`src/latency_phase_histogram_peak_assert.svh`:
```
// ---------------------------------------------------------------------------
// Latency phase histogram peak: assertion macros
// Concurrent assertion wrappers, empty when SYNTHESIS is defined.
// ---------------------------------------------------------------------------
`ifndef LATENCY_PHASE_HISTOGRAM_PEAK_ASSERT_SVH
`define LATENCY_PHASE_HISTOGRAM_PEAK_ASSERT_SVH

`ifndef SYNTHESIS
// checked property, disabled while reset is high
`define LPHP_ASSERT(lbl, clk, rst, prop, msg) \
   lbl: assert property (@(posedge clk) disable iff (rst) prop) else $error(msg);
// checked property, also checked while reset is high
`define LPHP_ASSERT_ALWAYS(lbl, clk, prop, msg) \
   lbl: assert property (@(posedge clk) prop) else $error(msg);
`else
`define LPHP_ASSERT(lbl, clk, rst, prop, msg)
`define LPHP_ASSERT_ALWAYS(lbl, clk, prop, msg)
`endif

`endif

```
`src/lphp_pkg.sv`:
```
// ---------------------------------------------------------------------------
// Latency phase histogram peak: shared package
// Widths, constants and codes of the phase histogram and its peak search.
// ---------------------------------------------------------------------------
package lphp_pkg;

   // histogram ring
   localparam int BINS      = 60;
   localparam int IDX_W     = $clog2(BINS);
   localparam int BIN_W     = 32;
   localparam int WIN_W     = BIN_W + 2;
   localparam int TOT_W     = WIN_W + $clog2(BINS);
   localparam int DEN_W     = TOT_W + 1;
   localparam int SUB_W     = DEN_W + 1;
   localparam int UPD_TAPS  = 3;

   // confidence: fraction then square root
   localparam int FRAC_BITS      = 32;
   localparam int QUO_W          = FRAC_BITS + 1;
   localparam int ROOT_W         = QUO_W + 1;
   localparam int SQRT_STEPS     = (QUO_W + 1) / 2;
   localparam int SQRT_TOP_SHIFT = 2 * (SQRT_STEPS - 1);

   // field widths
   localparam int STR_W      = 16;
   localparam int RND_W      = 8;
   localparam int BASE_W     = 10;
   localparam int LAG_W      = 10;
   localparam int CONF_W     = 16;
   localparam int CONF_MAX   = (1 << CONF_W) - 1;
   localparam int CSR_IDX_W  = 1;
   localparam int CSR_DATA_W = 10;

   // frame counting
   localparam int ROUNDS_MAX = (1 << RND_W) - 1;
   localparam int FC_W       = $clog2(ROUNDS_MAX * BINS + 1);

   // bin index to milliseconds
   localparam int MS_PER_BIN_X1000 = 16667;
   localparam int WRAP_MS          = 1000;
   localparam int MAX_MS           = 750;
   localparam int MS_STEP_INT      = MS_PER_BIN_X1000 / WRAP_MS;
   localparam int MS_STEP_FRAC     = MS_PER_BIN_X1000 % WRAP_MS;
   localparam int MS_Q_W    = $clog2((BINS - 1) * MS_PER_BIN_X1000 / WRAP_MS + 1);
   localparam int MS_R_W    = $clog2(WRAP_MS);
   localparam int MS_BASE_W = (MS_Q_W > BASE_W) ? MS_Q_W : BASE_W;
   localparam int MSS_W     = MS_BASE_W + 2;

   // sequencer counter
   localparam int SCAN_FIRST = 4;
   localparam int SCAN_LAST  = BINS + 3;
   localparam int SC_W       = $clog2(BINS + 4);
   localparam int DIV_W      = $clog2(FRAC_BITS + 1);
   localparam int CNT_W      = (SC_W > DIV_W) ? SC_W : DIV_W;

   // command codes
   localparam logic CMD_FRAME = 1'b0;
   localparam logic CMD_START = 1'b1;

   // register indexes
   localparam logic [CSR_IDX_W-1:0] CSR_ROUNDS   = CSR_IDX_W'(0);
   localparam logic [CSR_IDX_W-1:0] CSR_BASELINE = CSR_IDX_W'(1);

endpackage

```
`src/lphp_ram.sv`:
```
// ---------------------------------------------------------------------------
// Generic single-port-write RAM
// One write port, one read port, read data registered.
// ---------------------------------------------------------------------------
module lphp_ram #(
   parameter int WIDTH = 32,
   parameter int DEPTH = 64
) (
   input  logic                     clock,
   input  logic                     wr_en,
   input  logic [$clog2(DEPTH)-1:0] wr_addr,
   input  logic [WIDTH-1:0]         wr_data,
   input  logic                     rd_en,
   input  logic [$clog2(DEPTH)-1:0] rd_addr,
   output logic [WIDTH-1:0]         rd_data
);

   logic [WIDTH-1:0] mem_ff [DEPTH];
   logic [WIDTH-1:0] rd_data_ff;

   // write and registered read
   always_ff @(posedge clock) begin
      if (wr_en) begin
         mem_ff[wr_addr] <= wr_data;
      end
      if (rd_en) begin
         rd_data_ff <= mem_ff[rd_addr];
      end
   end

   assign rd_data = rd_data_ff;

endmodule

```
`src/latency_phase_histogram_peak.sv`:
```
// ---------------------------------------------------------------------------
// Latency phase histogram peak
// Frame-phase histogram with circular peak search, confidence and ms output.
// ---------------------------------------------------------------------------
// Usage
//   req_ channel: one beat per frame (req_command frame) or per run start
//   (req_command start). A start clears the bins and opens a run; it gives
//   no response. Frames outside a run are dropped with no response.
//   rsp_ channel: one beat per frame inside a run, carrying the latency in
//   ms, a Q0.16 confidence and a done flag on the frame that closes the run.
//   csr_ channel: index 0 rounds, index 1 baseline_ms; always ready, write
//   only between items.
// Processing
//   A counted frame goes from accept to response through 3 read-modify-writes
//   on the bin RAM, a scan over its single read port, then 33 restoring
//   divide steps and 17 square root steps on one shared subtractor. An
//   all-zero histogram skips the divide and root. Start and dropped frames
//   are handled in the idle state; the closing frame also passes through
//   the emit state.
//   req_ready is low while a frame is in work.
// Reset and stall
//   Synchronous reset clears the run, the held estimate and all bin valid
//   bits, so the bins read as zero. A response held by a stalled receiver
//   sits in the output register; the next frame is accepted meanwhile and
//   waits at its last step until that register frees.
// ---------------------------------------------------------------------------
`include "latency_phase_histogram_peak_assert.svh"

module latency_phase_histogram_peak (
   input  logic                              clock,
   input  logic                              reset,
   input  logic                              req_valid,
   output logic                              req_ready,
   input  logic                              req_command,
   input  logic [lphp_pkg::STR_W-1:0]        req_onset_strength,
   output logic                              rsp_valid,
   input  logic                              rsp_ready,
   output logic [lphp_pkg::LAG_W-1:0]        rsp_lag_ms,
   output logic [lphp_pkg::CONF_W-1:0]       rsp_confidence,
   output logic                              rsp_done_res,
   input  logic                              csr_valid,
   output logic                              csr_ready,
   input  logic [lphp_pkg::CSR_IDX_W-1:0]    csr_index,
   input  logic [lphp_pkg::CSR_DATA_W-1:0]   csr_data
);

   import lphp_pkg::*;

   typedef enum logic [8:0] {
      ST_IDLE = 9'b000000001,
      ST_UPD  = 9'b000000010,
      ST_SCAN = 9'b000000100,
      ST_PREP = 9'b000001000,
      ST_DEN  = 9'b000010000,
      ST_DIV  = 9'b000100000,
      ST_SQRT = 9'b001000000,
      ST_FIN  = 9'b010000000,
      ST_EMIT = 9'b100000000
   } state_type;

   localparam logic signed [MSS_W-1:0] WRAP_S = MSS_W'(WRAP_MS);
   localparam logic signed [MSS_W-1:0] MAX_S  = MSS_W'(MAX_MS);

   // control state
   state_type             state_ff, state_in;
   logic [RND_W-1:0]      rounds_ff, rounds_in;
   logic [BASE_W-1:0]     baseline_ff, baseline_in;
   logic                  running_ff, running_in;
   logic [FC_W-1:0]       fc_ff, fc_in;
   logic [IDX_W-1:0]      phase_ff, phase_in;
   logic [LAG_W-1:0]      held_ms_ff, held_ms_in;
   logic [CONF_W-1:0]     held_conf_ff, held_conf_in;
   logic [BINS-1:0]       valid_ff, valid_in;
   logic                  rsp_valid_ff, rsp_valid_in;

   // datapath registers
   logic [LAG_W-1:0]      rsp_lag_ff, rsp_lag_in;
   logic [CONF_W-1:0]     rsp_conf_ff, rsp_conf_in;
   logic                  rsp_done_ff, rsp_done_in;
   logic                  done_ff, done_in;
   logic [CNT_W-1:0]      cnt_ff, cnt_in;
   logic [IDX_W-1:0]      rp_ff, rp_in;
   logic [IDX_W-1:0]      wa_ff, wa_in;
   logic                  rd_valid_ff, rd_valid_in;
   logic [STR_W-1:0]      strength_ff, strength_in;
   logic [BIN_W-1:0]      tap_ff [3];
   logic [BIN_W-1:0]      tap_in [3];
   logic [WIN_W-1:0]      best_ff, best_in;
   logic [MS_Q_W-1:0]     best_ms_ff, best_ms_in;
   logic [TOT_W-1:0]      total_ff, total_in;
   logic [MS_Q_W-1:0]     msq_ff, msq_in;
   logic [MS_R_W-1:0]     msr_ff, msr_in;
   logic [TOT_W-1:0]      num_ff, num_in;
   logic [DEN_W-1:0]      den_ff, den_in;
   logic [DEN_W-1:0]      rem_ff, rem_in;
   logic [QUO_W-1:0]      quo_ff, quo_in;
   logic [ROOT_W-1:0]     root_ff, root_in;
   logic [ROOT_W-1:0]     sqbit_ff, sqbit_in;

   // combinational
   logic                  accept;
   logic                  out_free;
   logic                  ram_wr_en;
   logic                  ram_rd_en;
   logic [BIN_W-1:0]      ram_rd_data;
   logic [BIN_W-1:0]      bin_rd;
   logic [BIN_W:0]        sat_sum;
   logic [BIN_W-1:0]      bin_new;
   logic [WIN_W-1:0]      win_sum;
   logic [SUB_W-1:0]      sub_a;
   logic [SUB_W-1:0]      sub_b;
   logic [SUB_W:0]        sub_diff;
   logic                  sub_ge;
   logic [QUO_W-1:0]      quo_next;
   logic [MS_R_W:0]       r_sum;
   logic [FC_W-1:0]       run_limit;
   logic [IDX_W-1:0]      phase_next;
   logic [IDX_W-1:0]      rp_next;
   logic [CONF_W-1:0]     conf_sat;
   logic signed [MSS_W-1:0] ms_raw;
   logic signed [MSS_W-1:0] ms_fix;
   logic                  ms_ok;

   assign accept    = req_valid && req_ready;
   assign req_ready = (state_ff == ST_IDLE);
   assign csr_ready = 1'b1;
   assign out_free  = !rsp_valid_ff || rsp_ready;

   assign rsp_valid      = rsp_valid_ff;
   assign rsp_lag_ms     = rsp_lag_ff;
   assign rsp_confidence = rsp_conf_ff;
   assign rsp_done_res   = rsp_done_ff;

   // ring pointers and run length
   assign run_limit  = FC_W'(rounds_ff) * FC_W'(BINS);
   assign phase_next = (phase_ff == IDX_W'(BINS - 1)) ? '0 : phase_ff + IDX_W'(1);
   assign rp_next    = (rp_ff == IDX_W'(BINS - 1)) ? '0 : rp_ff + IDX_W'(1);

   // bin read, never-written bins read as zero
   assign bin_rd  = rd_valid_ff ? ram_rd_data : '0;
   assign sat_sum = {1'b0, bin_rd} + (BIN_W + 1)'(strength_ff);
   assign bin_new = sat_sum[BIN_W] ? '1 : sat_sum[BIN_W-1:0];

   // circular window sum from the three taps
   assign win_sum = WIN_W'(tap_ff[0]) + WIN_W'(tap_ff[1]) + WIN_W'(tap_ff[2]);

   // ms tracking remainder step
   assign r_sum = {1'b0, msr_ff} + (MS_R_W + 1)'(MS_STEP_FRAC);

   // shared compare-subtract unit for divide and square root
   always_comb begin
      if (state_ff == ST_DIV) begin
         sub_a = (cnt_ff == '0) ? SUB_W'(rem_ff) : {rem_ff, 1'b0};
         sub_b = SUB_W'(den_ff);
      end else begin
         sub_a = SUB_W'(rem_ff);
         sub_b = SUB_W'(root_ff + sqbit_ff);
      end
   end

   assign sub_diff = {1'b0, sub_a} - {1'b0, sub_b};
   assign sub_ge   = !sub_diff[SUB_W];
   assign quo_next = {quo_ff[QUO_W-2:0], sub_ge};

   // confidence saturation
   assign conf_sat = (root_ff > ROOT_W'(CONF_MAX)) ? CONF_W'(CONF_MAX)
                                                   : root_ff[CONF_W-1:0];

   // peak index in ms, baseline removed and wrapped
   always_comb begin
      ms_raw = $signed(MSS_W'(best_ms_ff)) - $signed(MSS_W'(baseline_ff));
      ms_fix = ms_raw;
      if (ms_fix[MSS_W-1]) begin
         ms_fix = ms_fix + WRAP_S;
      end
      if (ms_fix > WRAP_S) begin
         ms_fix = ms_fix - WRAP_S;
      end
      ms_ok = !ms_fix[MSS_W-1] && !(ms_fix > MAX_S);
   end

   // sequencer and next-state logic
   always_comb begin
      state_in     = state_ff;
      rounds_in    = rounds_ff;
      baseline_in  = baseline_ff;
      running_in   = running_ff;
      fc_in        = fc_ff;
      phase_in     = phase_ff;
      held_ms_in   = held_ms_ff;
      held_conf_in = held_conf_ff;
      valid_in     = valid_ff;
      rsp_valid_in = rsp_valid_ff;
      rsp_lag_in   = rsp_lag_ff;
      rsp_conf_in  = rsp_conf_ff;
      rsp_done_in  = rsp_done_ff;
      done_in      = done_ff;
      cnt_in       = cnt_ff;
      rp_in        = rp_ff;
      wa_in        = wa_ff;
      rd_valid_in  = rd_valid_ff;
      strength_in  = strength_ff;
      tap_in       = tap_ff;
      best_in      = best_ff;
      best_ms_in   = best_ms_ff;
      total_in     = total_ff;
      msq_in       = msq_ff;
      msr_in       = msr_ff;
      num_in       = num_ff;
      den_in       = den_ff;
      rem_in       = rem_ff;
      quo_in       = quo_ff;
      root_in      = root_ff;
      sqbit_in     = sqbit_ff;
      ram_wr_en    = 1'b0;
      ram_rd_en    = 1'b0;

      // register writes
      if (csr_valid && csr_ready) begin
         case (csr_index)
            CSR_ROUNDS:   rounds_in   = csr_data[RND_W-1:0];
            CSR_BASELINE: baseline_in = csr_data[BASE_W-1:0];
            default: ;
         endcase
      end

      // response beat taken
      if (rsp_valid_ff && rsp_ready) begin
         rsp_valid_in = 1'b0;
      end

      case (state_ff)
         ST_IDLE: begin
            if (accept) begin
               if (req_command == CMD_START) begin
                  valid_in   = '0;
                  running_in = 1'b1;
                  fc_in      = '0;
                  phase_in   = '0;
               end else if (running_ff) begin
                  if (fc_ff >= run_limit) begin
                     running_in = 1'b0;
                     done_in    = 1'b1;
                     state_in   = ST_EMIT;
                  end else begin
                     fc_in       = fc_ff + FC_W'(1);
                     phase_in    = phase_next;
                     rp_in       = phase_ff;
                     strength_in = req_onset_strength;
                     cnt_in      = '0;
                     done_in     = 1'b0;
                     state_in    = ST_UPD;
                  end
               end
            end
         end

         // read-modify-write of the three bins around the new phase
         ST_UPD: begin
            if (cnt_ff != CNT_W'(UPD_TAPS)) begin
               ram_rd_en   = 1'b1;
               rd_valid_in = valid_ff[rp_ff];
               wa_in       = rp_ff;
               rp_in       = rp_next;
            end
            if (cnt_ff != '0) begin
               ram_wr_en       = 1'b1;
               valid_in[wa_ff] = 1'b1;
            end
            cnt_in = cnt_ff + CNT_W'(1);
            if (cnt_ff == CNT_W'(UPD_TAPS)) begin
               state_in   = ST_SCAN;
               cnt_in     = '0;
               rp_in      = IDX_W'(BINS - 1);
               best_in    = '0;
               best_ms_in = '0;
               total_in   = '0;
               msq_in     = '0;
               msr_in     = '0;
            end
         end

         // stream the ring from the last bin round to bin 0 again
         ST_SCAN: begin
            if (cnt_ff <= CNT_W'(BINS + 1)) begin
               ram_rd_en   = 1'b1;
               rd_valid_in = valid_ff[rp_ff];
               rp_in       = rp_next;
            end
            tap_in[0] = tap_ff[1];
            tap_in[1] = tap_ff[2];
            tap_in[2] = bin_rd;
            if (cnt_ff >= CNT_W'(SCAN_FIRST)) begin
               if (win_sum > best_ff) begin
                  best_in    = win_sum;
                  best_ms_in = msq_ff;
               end
               total_in = total_ff + TOT_W'(win_sum);
               if (r_sum >= (MS_R_W + 1)'(WRAP_MS)) begin
                  msr_in = MS_R_W'(r_sum - (MS_R_W + 1)'(WRAP_MS));
                  msq_in = msq_ff + MS_Q_W'(MS_STEP_INT + 1);
               end else begin
                  msr_in = r_sum[MS_R_W-1:0];
                  msq_in = msq_ff + MS_Q_W'(MS_STEP_INT);
               end
            end
            cnt_in = cnt_ff + CNT_W'(1);
            if (cnt_ff == CNT_W'(SCAN_LAST)) begin
               state_in = ST_PREP;
            end
         end

         ST_PREP: begin
            num_in   = TOT_W'(best_ff) * TOT_W'(BINS);
            state_in = ST_DEN;
         end

         // denominator; all-zero histogram gives zero confidence
         ST_DEN: begin
            den_in = DEN_W'(num_ff) + DEN_W'(total_ff);
            rem_in = DEN_W'(num_ff);
            quo_in = '0;
            cnt_in = '0;
            if (total_ff == '0) begin
               root_in  = '0;
               state_in = ST_FIN;
            end else begin
               state_in = ST_DIV;
            end
         end

         // restoring divide, one quotient bit a cycle
         ST_DIV: begin
            rem_in = sub_ge ? sub_diff[DEN_W-1:0] : sub_a[DEN_W-1:0];
            quo_in = quo_next;
            cnt_in = cnt_ff + CNT_W'(1);
            if (cnt_ff == CNT_W'(FRAC_BITS)) begin
               rem_in   = DEN_W'(quo_next);
               root_in  = '0;
               sqbit_in = ROOT_W'(1) << SQRT_TOP_SHIFT;
               cnt_in   = '0;
               state_in = ST_SQRT;
            end
         end

         // digit-by-digit square root, two radicand bits a cycle
         ST_SQRT: begin
            if (sub_ge) begin
               rem_in  = sub_diff[DEN_W-1:0];
               root_in = (root_ff >> 1) + sqbit_ff;
            end else begin
               root_in = root_ff >> 1;
            end
            sqbit_in = sqbit_ff >> 2;
            cnt_in   = cnt_ff + CNT_W'(1);
            if (cnt_ff == CNT_W'(SQRT_STEPS - 1)) begin
               state_in = ST_FIN;
            end
         end

         ST_FIN: begin
            held_ms_in   = ms_ok ? ms_fix[LAG_W-1:0] : '0;
            held_conf_in = ms_ok ? conf_sat : '0;
            state_in     = ST_EMIT;
         end

         // load the output register once it is free
         ST_EMIT: begin
            if (out_free) begin
               rsp_valid_in = 1'b1;
               rsp_lag_in   = held_ms_ff;
               rsp_conf_in  = held_conf_ff;
               rsp_done_in  = done_ff;
               state_in     = ST_IDLE;
            end
         end

         default: begin
            state_in = ST_IDLE;
         end
      endcase
   end

   // control registers
   always_ff @(posedge clock) begin
      if (reset) begin
         state_ff     <= ST_IDLE;
         rounds_ff    <= RND_W'(10);
         baseline_ff  <= '0;
         running_ff   <= 1'b0;
         fc_ff        <= '0;
         phase_ff     <= '0;
         held_ms_ff   <= '0;
         held_conf_ff <= '0;
         valid_ff     <= '0;
         rsp_valid_ff <= 1'b0;
      end else begin
         state_ff     <= state_in;
         rounds_ff    <= rounds_in;
         baseline_ff  <= baseline_in;
         running_ff   <= running_in;
         fc_ff        <= fc_in;
         phase_ff     <= phase_in;
         held_ms_ff   <= held_ms_in;
         held_conf_ff <= held_conf_in;
         valid_ff     <= valid_in;
         rsp_valid_ff <= rsp_valid_in;
      end
   end

   // datapath registers
   always_ff @(posedge clock) begin
      rsp_lag_ff  <= rsp_lag_in;
      rsp_conf_ff <= rsp_conf_in;
      rsp_done_ff <= rsp_done_in;
      done_ff     <= done_in;
      cnt_ff      <= cnt_in;
      rp_ff       <= rp_in;
      wa_ff       <= wa_in;
      rd_valid_ff <= rd_valid_in;
      strength_ff <= strength_in;
      tap_ff      <= tap_in;
      best_ff     <= best_in;
      best_ms_ff  <= best_ms_in;
      total_ff    <= total_in;
      msq_ff      <= msq_in;
      msr_ff      <= msr_in;
      num_ff      <= num_in;
      den_ff      <= den_in;
      rem_ff      <= rem_in;
      quo_ff      <= quo_in;
      root_ff     <= root_in;
      sqbit_ff    <= sqbit_in;
   end

   // bin store
   lphp_ram #(
      .WIDTH (BIN_W),
      .DEPTH (BINS)
   ) u_bins (
      .clock   (clock),
      .wr_en   (ram_wr_en),
      .wr_addr (wa_ff),
      .wr_data (bin_new),
      .rd_en   (ram_rd_en),
      .rd_addr (rp_ff),
      .rd_data (ram_rd_data)
   );

   // checks
   `LPHP_ASSERT(a_held_ms_range, clock, reset, held_ms_ff <= LAG_W'(MAX_MS),
                "held latency above limit")
   `LPHP_ASSERT(a_phase_range, clock, reset, phase_ff <= IDX_W'(BINS - 1),
                "phase pointer off the ring")
   `LPHP_ASSERT(a_div_rem, clock, reset,
                (state_ff == ST_DIV) && (cnt_ff != '0) |-> rem_ff < den_ff,
                "divide remainder not below divisor")
   `LPHP_ASSERT(a_scan_in_run, clock, reset,
                (state_ff == ST_UPD) || (state_ff == ST_SCAN) |-> running_ff,
                "bin work outside a run")
   `LPHP_ASSERT_ALWAYS(a_rsp_source, clock,
                       $rose(rsp_valid_ff) |-> $past(state_ff == ST_EMIT),
                       "response beat raised outside emit")

endmodule

```
`config.mk`:
```
export PLATFORM = sky130hd
export DESIGN_NAME = latency_phase_histogram_peak
export DESIGN_NICKNAME = d
export VERILOG_FILES = /design/src/lphp_pkg.sv /design/src/lphp_ram.sv /design/src/latency_phase_histogram_peak.sv
export VERILOG_INCLUDE_DIRS = /design/src /design/src/src
export SDC_FILE = /design/constraint.sdc
export NUM_CORES = 2
export LEC_CHECK = 0
export BUFFER_PORTS_ARGS = -buffer_cell sky130_fd_sc_hd__buf_2
export CORE_MARGIN = 5
export CORE_UTILIZATION = 37
export DETAILED_ROUTE_END_ITERATION = 10
export HOLD_SLACK_MARGIN = 0.06
export PLACE_DENSITY = 0.63
export SYNTH_ARGS = -nofsm -noshare
export SYNTH_HDL_FRONTEND = slang
export SYNTH_HIERARCHICAL = 1
export SYNTH_SLANG_ARGS = --single-unit
```
`constraint.sdc`:
```
create_clock -name clock -period 12.25 [get_ports clock]
set_input_delay 0.6125 -clock clock [delete_from_list [all_inputs] [get_ports clock]]
set_output_delay 0.6125 -clock clock [all_outputs]
set_load 0.05 [all_outputs]
```
Word level (Yosys, flattened, before mapping)
Memories as Yosys holds them, arrays and structs flattened. A register that Yosys moved wholly into a read port is not among the register bits.
Index checks and enable logic that the tools add are counted.
W data, S select, Z words.
{"block": "word_totals", "n_memories": 1, "regBits": 618, "wordCells": 241, "ram_bits": 1920, "inputBits": 33}
{"name": "u_bins.mem_ff", "words": 60, "width": 32, "rd": 1, "rd_ports_with_merged_regs": 1, "wr": 1, "line_no": "lphp_ram.sv:18", "source": "logic [WIDTH-1:0] mem_ff [DEPTH];"}
{"block": "op_classes", "reduce_logical": 39, "order_cmp": 11, "n_mux": 97, "add_sub_neg": 19, "multipliers": 2, "bitwise": 4, "eq_ne": 35}
{"operator": "$mux W34", "count": 7}
{"operator": "$mux W60", "count": 3}
{"operator": "$mux W41", "count": 4}
{"operator": "$pmux W34 S2", "count": 2}
{"operator": "$pmux W41 S3", "count": 1}
{"operator": "$pmux W60 S2", "count": 1}
{"operator": "$mux W6", "count": 18}
{"operator": "$pmux W34 S3", "count": 1}
{"operator": "$mux W42", "count": 2}
{"operator": "$mux W9", "count": 9}
{"operator": "$pmux W9 S9", "count": 1}
{"operator": "$mux W10", "count": 8}
{"operator": "$mux W40", "count": 2}
{"operator": "$pmux W40 S2", "count": 1}
{"operator": "$mux W32", "count": 2}
{"operator": "$pmux W32 S2", "count": 1}
{"operator": "$or A60 B60 Y60", "count": 1}
{"operator": "$pmux W10 S2", "count": 3}
{"operator": "$sub A42 B42 Y43", "count": 1}
{"operator": "$mux W14", "count": 3}
{"operator": "$add A40 B40 Y41", "count": 1}
{"operator": "$add A40 B34 Y40", "count": 1}
{"operator": "$logic_not A40 Y1", "count": 1}
{"operator": "$mul A34 B4 Y38 const B", "count": 1}
{"operator": "64 further kinds", "count": 132}

Longest topological paths before layout
{"block": "depth", "ltp_word": 9, "mapped_depth": 29, "ltp_nobuf": 27}

Hierarchy
The synthesis kept the hierarchy.
{"mod": "lphp_ram", "cells_each": 3263, "n_inst": 1, "area_per_inst_um2": 74176.1, "seq_area_each_um2": 58616.2}
{"mod": "latency_phase_histogram_peak", "cells_each": 4020, "n_inst": 1, "area_per_inst_um2": 40149.8, "seq_area_each_um2": 16696.0}

Worst setup path before layout
No wires, ideal clock.
{"block": "synth_timing", "path_type": "register to register", "from": "reg rd_valid_ff", "to": "mem u_bins.mem_ff[0][21], data pin", "setup_time_ns": 0.959, "arrival_time_ns": 6.593, "path_buffers": 3, "path_slack_ns": 4.697, "stages_incl_launch_ff": 17, "cell_sequence": "edfxtp_1 -> clkbuf_1 -> clkbuf_1 -> clkbuf_1 -> nand2_1 -> inv_1 -> ha_1 -> a21o_1 -> a21oi_1 -> o21ai_0 -> o311a_1 -> a31oi_1 -> a21oi_1 -> a211o_1 -> or4_1 -> nand4_1 -> o311ai_0"}
{"block": "synth_between", "elab_chain_cells": 3}
{"element": "start, declared", "line_no": "latency_phase_histogram_peak.sv:84", "source": "logic rd_valid_ff, rd_valid_in;"}
{"element": "start signal, assigned", "line_no": "latency_phase_histogram_peak.sv:420", "source": "rd_valid_ff <= rd_valid_in;"}
{"element": "$mux W32", "line_no": "latency_phase_histogram_peak.sv:140", "source": "assign bin_rd = rd_valid_ff ? ram_rd_data : '0;"}
{"element": "net bin_rd[1]", "line_no": "latency_phase_histogram_peak.sv:106", "source": "logic [BIN_W-1:0] bin_rd;"}
{"element": "$add A32 B16 Y33", "line_no": "latency_phase_histogram_peak.sv:141", "source": "assign sat_sum = {1'b0, bin_rd} + (BIN_W + 1)'(strength_ff);"}
{"element": "$mux W32", "line_no": "latency_phase_histogram_peak.sv:142", "source": "assign bin_new = sat_sum[BIN_W] ? '1 : sat_sum[BIN_W-1:0];"}
{"element": "net bin_new[21]", "line_no": "latency_phase_histogram_peak.sv:108", "source": "logic [BIN_W-1:0] bin_new;"}
{"element": "end, declared", "line_no": "lphp_ram.sv:18"}
The timed path passes the listed nets, and every way through them passes these cells.

Worst setup path in the final report
{"block": "layout_timing", "from": "reg root_ff[2]", "to": "reg rem_ff[23] (enable)"}
{"block": "layout_between", "elab_chain_cells": 5}
{"element": "start, declared", "line_no": "latency_phase_histogram_peak.sv:97", "source": "logic [ROOT_W-1:0] root_ff, root_in;"}
{"element": "start signal, assigned", "line_no": "latency_phase_histogram_peak.sv:432", "source": "root_ff <= root_in;"}
{"element": "$add A34 B34 Y35", "line_no": "latency_phase_histogram_peak.sv:157", "source": "sub_b = SUB_W'(root_ff + sqbit_ff);"}
{"element": "$mux W41", "line_no": "latency_phase_histogram_peak.sv:152", "source": "if (state_ff == ST_DIV) begin"}
{"element": "$sub A42 B42 Y43", "line_no": "latency_phase_histogram_peak.sv:161", "source": "assign sub_diff = {1'b0, sub_a} - {1'b0, sub_b};"}
{"element": "$ne A2 B2 Y1 (no source line)"}
{"element": "$reduce_and A2 Y1 (no source line)"}
{"element": "end signal, assigned", "line_no": "latency_phase_histogram_peak.sv:430", "source": "rem_ff <= rem_in;"}
{"element": "end, declared", "line_no": "latency_phase_histogram_peak.sv:95", "source": "logic [DEN_W-1:0] rem_ff, rem_in;"}
Every way passes these cells.
A chain may end at the register's enable or synchronous reset.

==> run metrics <==
ys async rst share 0; final setup fails 0; Top Ports 63; R2R setup slack 5.29 ns; post-synth top area cell edfxtp_1; post-route clock period utilization 0.569; core area 0.308 sq mm; Final Max Tran Viols 0; fin crit period 6.96 ns; Reg2Reg Depth 26; die area 0.320 sq mm; #FFs+latches synth 2553; RR Endpoint rem_ff[23]$_DFFE_PP_; grt ovf 0; DIE HEIGHT 566 microns; CP Capture Point rem_ff[23]$_DFFE_PP_; EDFF count, synth 2418; Final Hold Fails 0; vias in the first global route 66300; Post-Synthesis Cells 7283; Setup crit start root_ff[2]$_SDFFCE_PN0P_; total routing usage reported by global routing 0.181; Max-Cap Viols 0; Hold Path Class in2reg; ranking of synthesized cells by area edfxtp_1 64%, mux4_2 9.5%, ha_1 3.6%; deepest clock path buffer count 4; CP max FO 41; remaining antenna violation count 0; Clock Sinks 2553; DRT Pass-1 Iters 8; Clock Tree Root clkbuf_16; clk slew on worst S/H paths 0.06 ns; Detailed Route WL 298 mm; met1 Resource Use GR 0.243; CP Launch Type flop; global routing usage on met2 0.296; multi-input logic area 0.0376 sq mm; Syn Area/Cell 15.7 sq um; share of layout cells above drive strength 1 0.165; commonest non-fill, non-tap cell in the layout edfxtp_1; num rows 204; RSZ-0062 raised after global routing no; dpl hpwl 178 mm; Port Buffer Count 61; synthesized cell area 0.114 sq mm; Area Overhead vs Synth 13.1%; H-tree levels 5; Cell Pwr Density 153 mW/mm^2; Yosys warning total 6; crit path kind reg2reg; layout net count 7951; Register Area 0.0753 sq mm; VDD IR max 0.134 mV; Slew @ Worst Pin 1.26 ns; Yosys top cell area share 0.635; via/cell ratio 5.60; fillers 27400; DR vias 66200; commonest cells after routing, fill and taps aside 2418 x edfxtp_1, 481 x mux4_2, 471 x nand2_1; Slew Limit Headroom 0.163; drt drc 0; busiest grt layer met2; initial antenna violation count 16; ys flop type edfxtp_1; Synthesized Nets 7758; GP Congestion 0.857; worst reg2reg startpoint root_ff[2]$_SDFFCE_PN0P_; grt met3 use 0.0300; Pleak 0.0433 uW; Crit. End Element flop; Setup TNS 0 ns; Clock Skew 0.0971 ns; library cells used by synthesis 93; PostCTS Resize Cnt 0; Num CTS Buffers 271; Max Fclk 144 MHz; WL/cell 25.2 microns; critical path data arrival time 7.46 ns; outcome finished clean; die width 566 microns; total power 19700 uW; Initial Util 0.371; first-pass GRT wire length 440 mm; Clk Latency, worst-skew pair 0.88 ns; largest net degree at the start of global routing 133; DRT iter0 DRCs 6992; critical path data required time 12.75 ns; CTS tree done; Seq/Total Area, Yosys 0.659
==> cell usage after synthesis (40+ instances only) <==
master,n
edfxtp_1,2418
nand2_1,488
mux4_2,481
nor2_1,469
a21oi_1,387
ha_1,326
o21ai_0,259
clkbuf_1,184
xnor2_1,160
inv_1,157
dfxtp_1,135
and2_1,133
nand3_1,130
xor2_1,126
a22oi_1,124
fa_1,116
a21o_1,95
a31oi_1,72
nor3_1,71
nor2b_1,57
mux2i_1,54
o211ai_1,53
buf_2,50
and3_1,47
nand2b_1,47
o21a_1,46
a211oi_1,40
o21bai_1,40
==> layer usage <==
metal / part of all wire / vias to the layer above / wire, microns
met1: 0.40 / 33900 / 120000
li1: - / 29000 / -
met5: 0 / - / 0
met3: 0.082 / 512 / 24400
met4: 0.041 / 0 / 12200
met2: 0.48 / 2842 / 142000
==> through the flow <==
stage | hold slack [ns] | cell area [sq um] | utilization | setup slack [ns] | cells
2_1_floorplan | 0.400 | 114000 | - | 4.70 | 7283
3_5_place_dp | 0.414 | 120000 | 0.390 | 5.26 | 11300
4_1_cts | 0.102 | 129000 | 0.419 | 5.25 | 11800
5_1_grt | 0.0965 | 129000 | 0.419 | 4.71 | 11800
3_3_place_gp | 0.412 | 120000 | 0.390 | 5.28 | 11300
6_report | 0.104 | 129000 | 0.419 | 5.29 | 11800
==> what timing repair did <==
action | in CTS | in global routing
buffers inserted | 0 | 0
endpoints found under the hold margin | 29 | 0
hold buffers | 22 | 0
==> critical path, cell delays in order, from the launching register on <==
cell and delay (ns):
edfxtp_1 0.46, ha_1 0.37, a21oi_1 0.20, o21bai_1 0.12
a31o_2 0.27, a31o_2 0.25, a31oi_1 0.27, o21ai_0 0.24
a31oi_1 0.37, nor2_1 0.08, o21ai_0 0.19, xor2_1 0.18
nor2_1 0.06, a21oi_1 0.13, ha_1 0.30, and3_1 0.20
and2_1 0.18, nand2_1 0.11, nor3b_1 0.06, a211o_1 0.27
a21oi_1 0.27, o21ai_1 0.23, a32oi_1 0.31, and2_2 0.56
buf_4 0.48, a21oi_4 0.09, buf_4 0.30
==> final cells by class <==
class | instances | share of cell area
repair buffers | 229 | 0.0131
clock buffers | 337 | 0.0553
flip-flops and latches | 2553 | 0.583
clock inverters | 139 | 0.0129
inverters | 161 | 0.00469
multi-input cells | 4260 | 0.291
diodes | 19 | 0.000368
well taps | 4120 | 0.0399
==> cell families after synthesis <==
group / Yosys count / share of synthesized area
flip-flops: 2553 / 0.659
AND/OR/NAND/NOR: 1597 / 0.0655
AO/OA/AOI/OAI: 1391 / 0.0788
multiplexers: 541 / 0.100
buffers and inverters: 470 / 0.0187
adder cells (fa/ha/maj): 442 / 0.0560
XOR/XNOR: 288 / 0.0222
other: 1 / 0.0000328
==> how the worst min path moves through the flow <==
stage / startpoint / endpoint / cells after the start
after CTS: req_onset_strength[7] / strength_ff[7]$_DFFE_PP_ / 1
final: req_onset_strength[3] / strength_ff[3]$_DFFE_PP_ / 1
after detailed placement: held_ms_ff[8]$_SDFFE_PP0P_ / rsp_lag_ms[8]$_DFFE_PP_ / 0
after floorplan: done_ff$_DFFE_PP_ / rsp_done_res$_DFFE_PP_ / 0
after global placement: held_ms_ff[4]$_SDFFE_PP0P_ / rsp_lag_ms[4]$_DFFE_PP_ / 0
after global routing: req_onset_strength[7] / strength_ff[7]$_DFFE_PP_ / 1
==> power breakdown <==
part           switching, uW  internal (uW)
Combinational           1210            768
Clock                   3410           4790
Sequential              19.0           9530
==> flip-flops by register name (all words and copies together) (netlist names), 14 cells and up <==
register / flops
strength_ff: 16
tap_ff: 96
sqbit_ff: 17
fc_ff: 14
num_ff: 38
quo_ff: 32
root_ff: 34
best_ff: 34
den_ff: 41
rem_ff: 41
valid_ff: 60
u_bins/mem_ff: 1920
rsp_confidence: 16
held_conf_ff: 16
u_bins/rd_data: 32
total_ff: 40
Note: power is estimated with default switching activity, not from simulation.
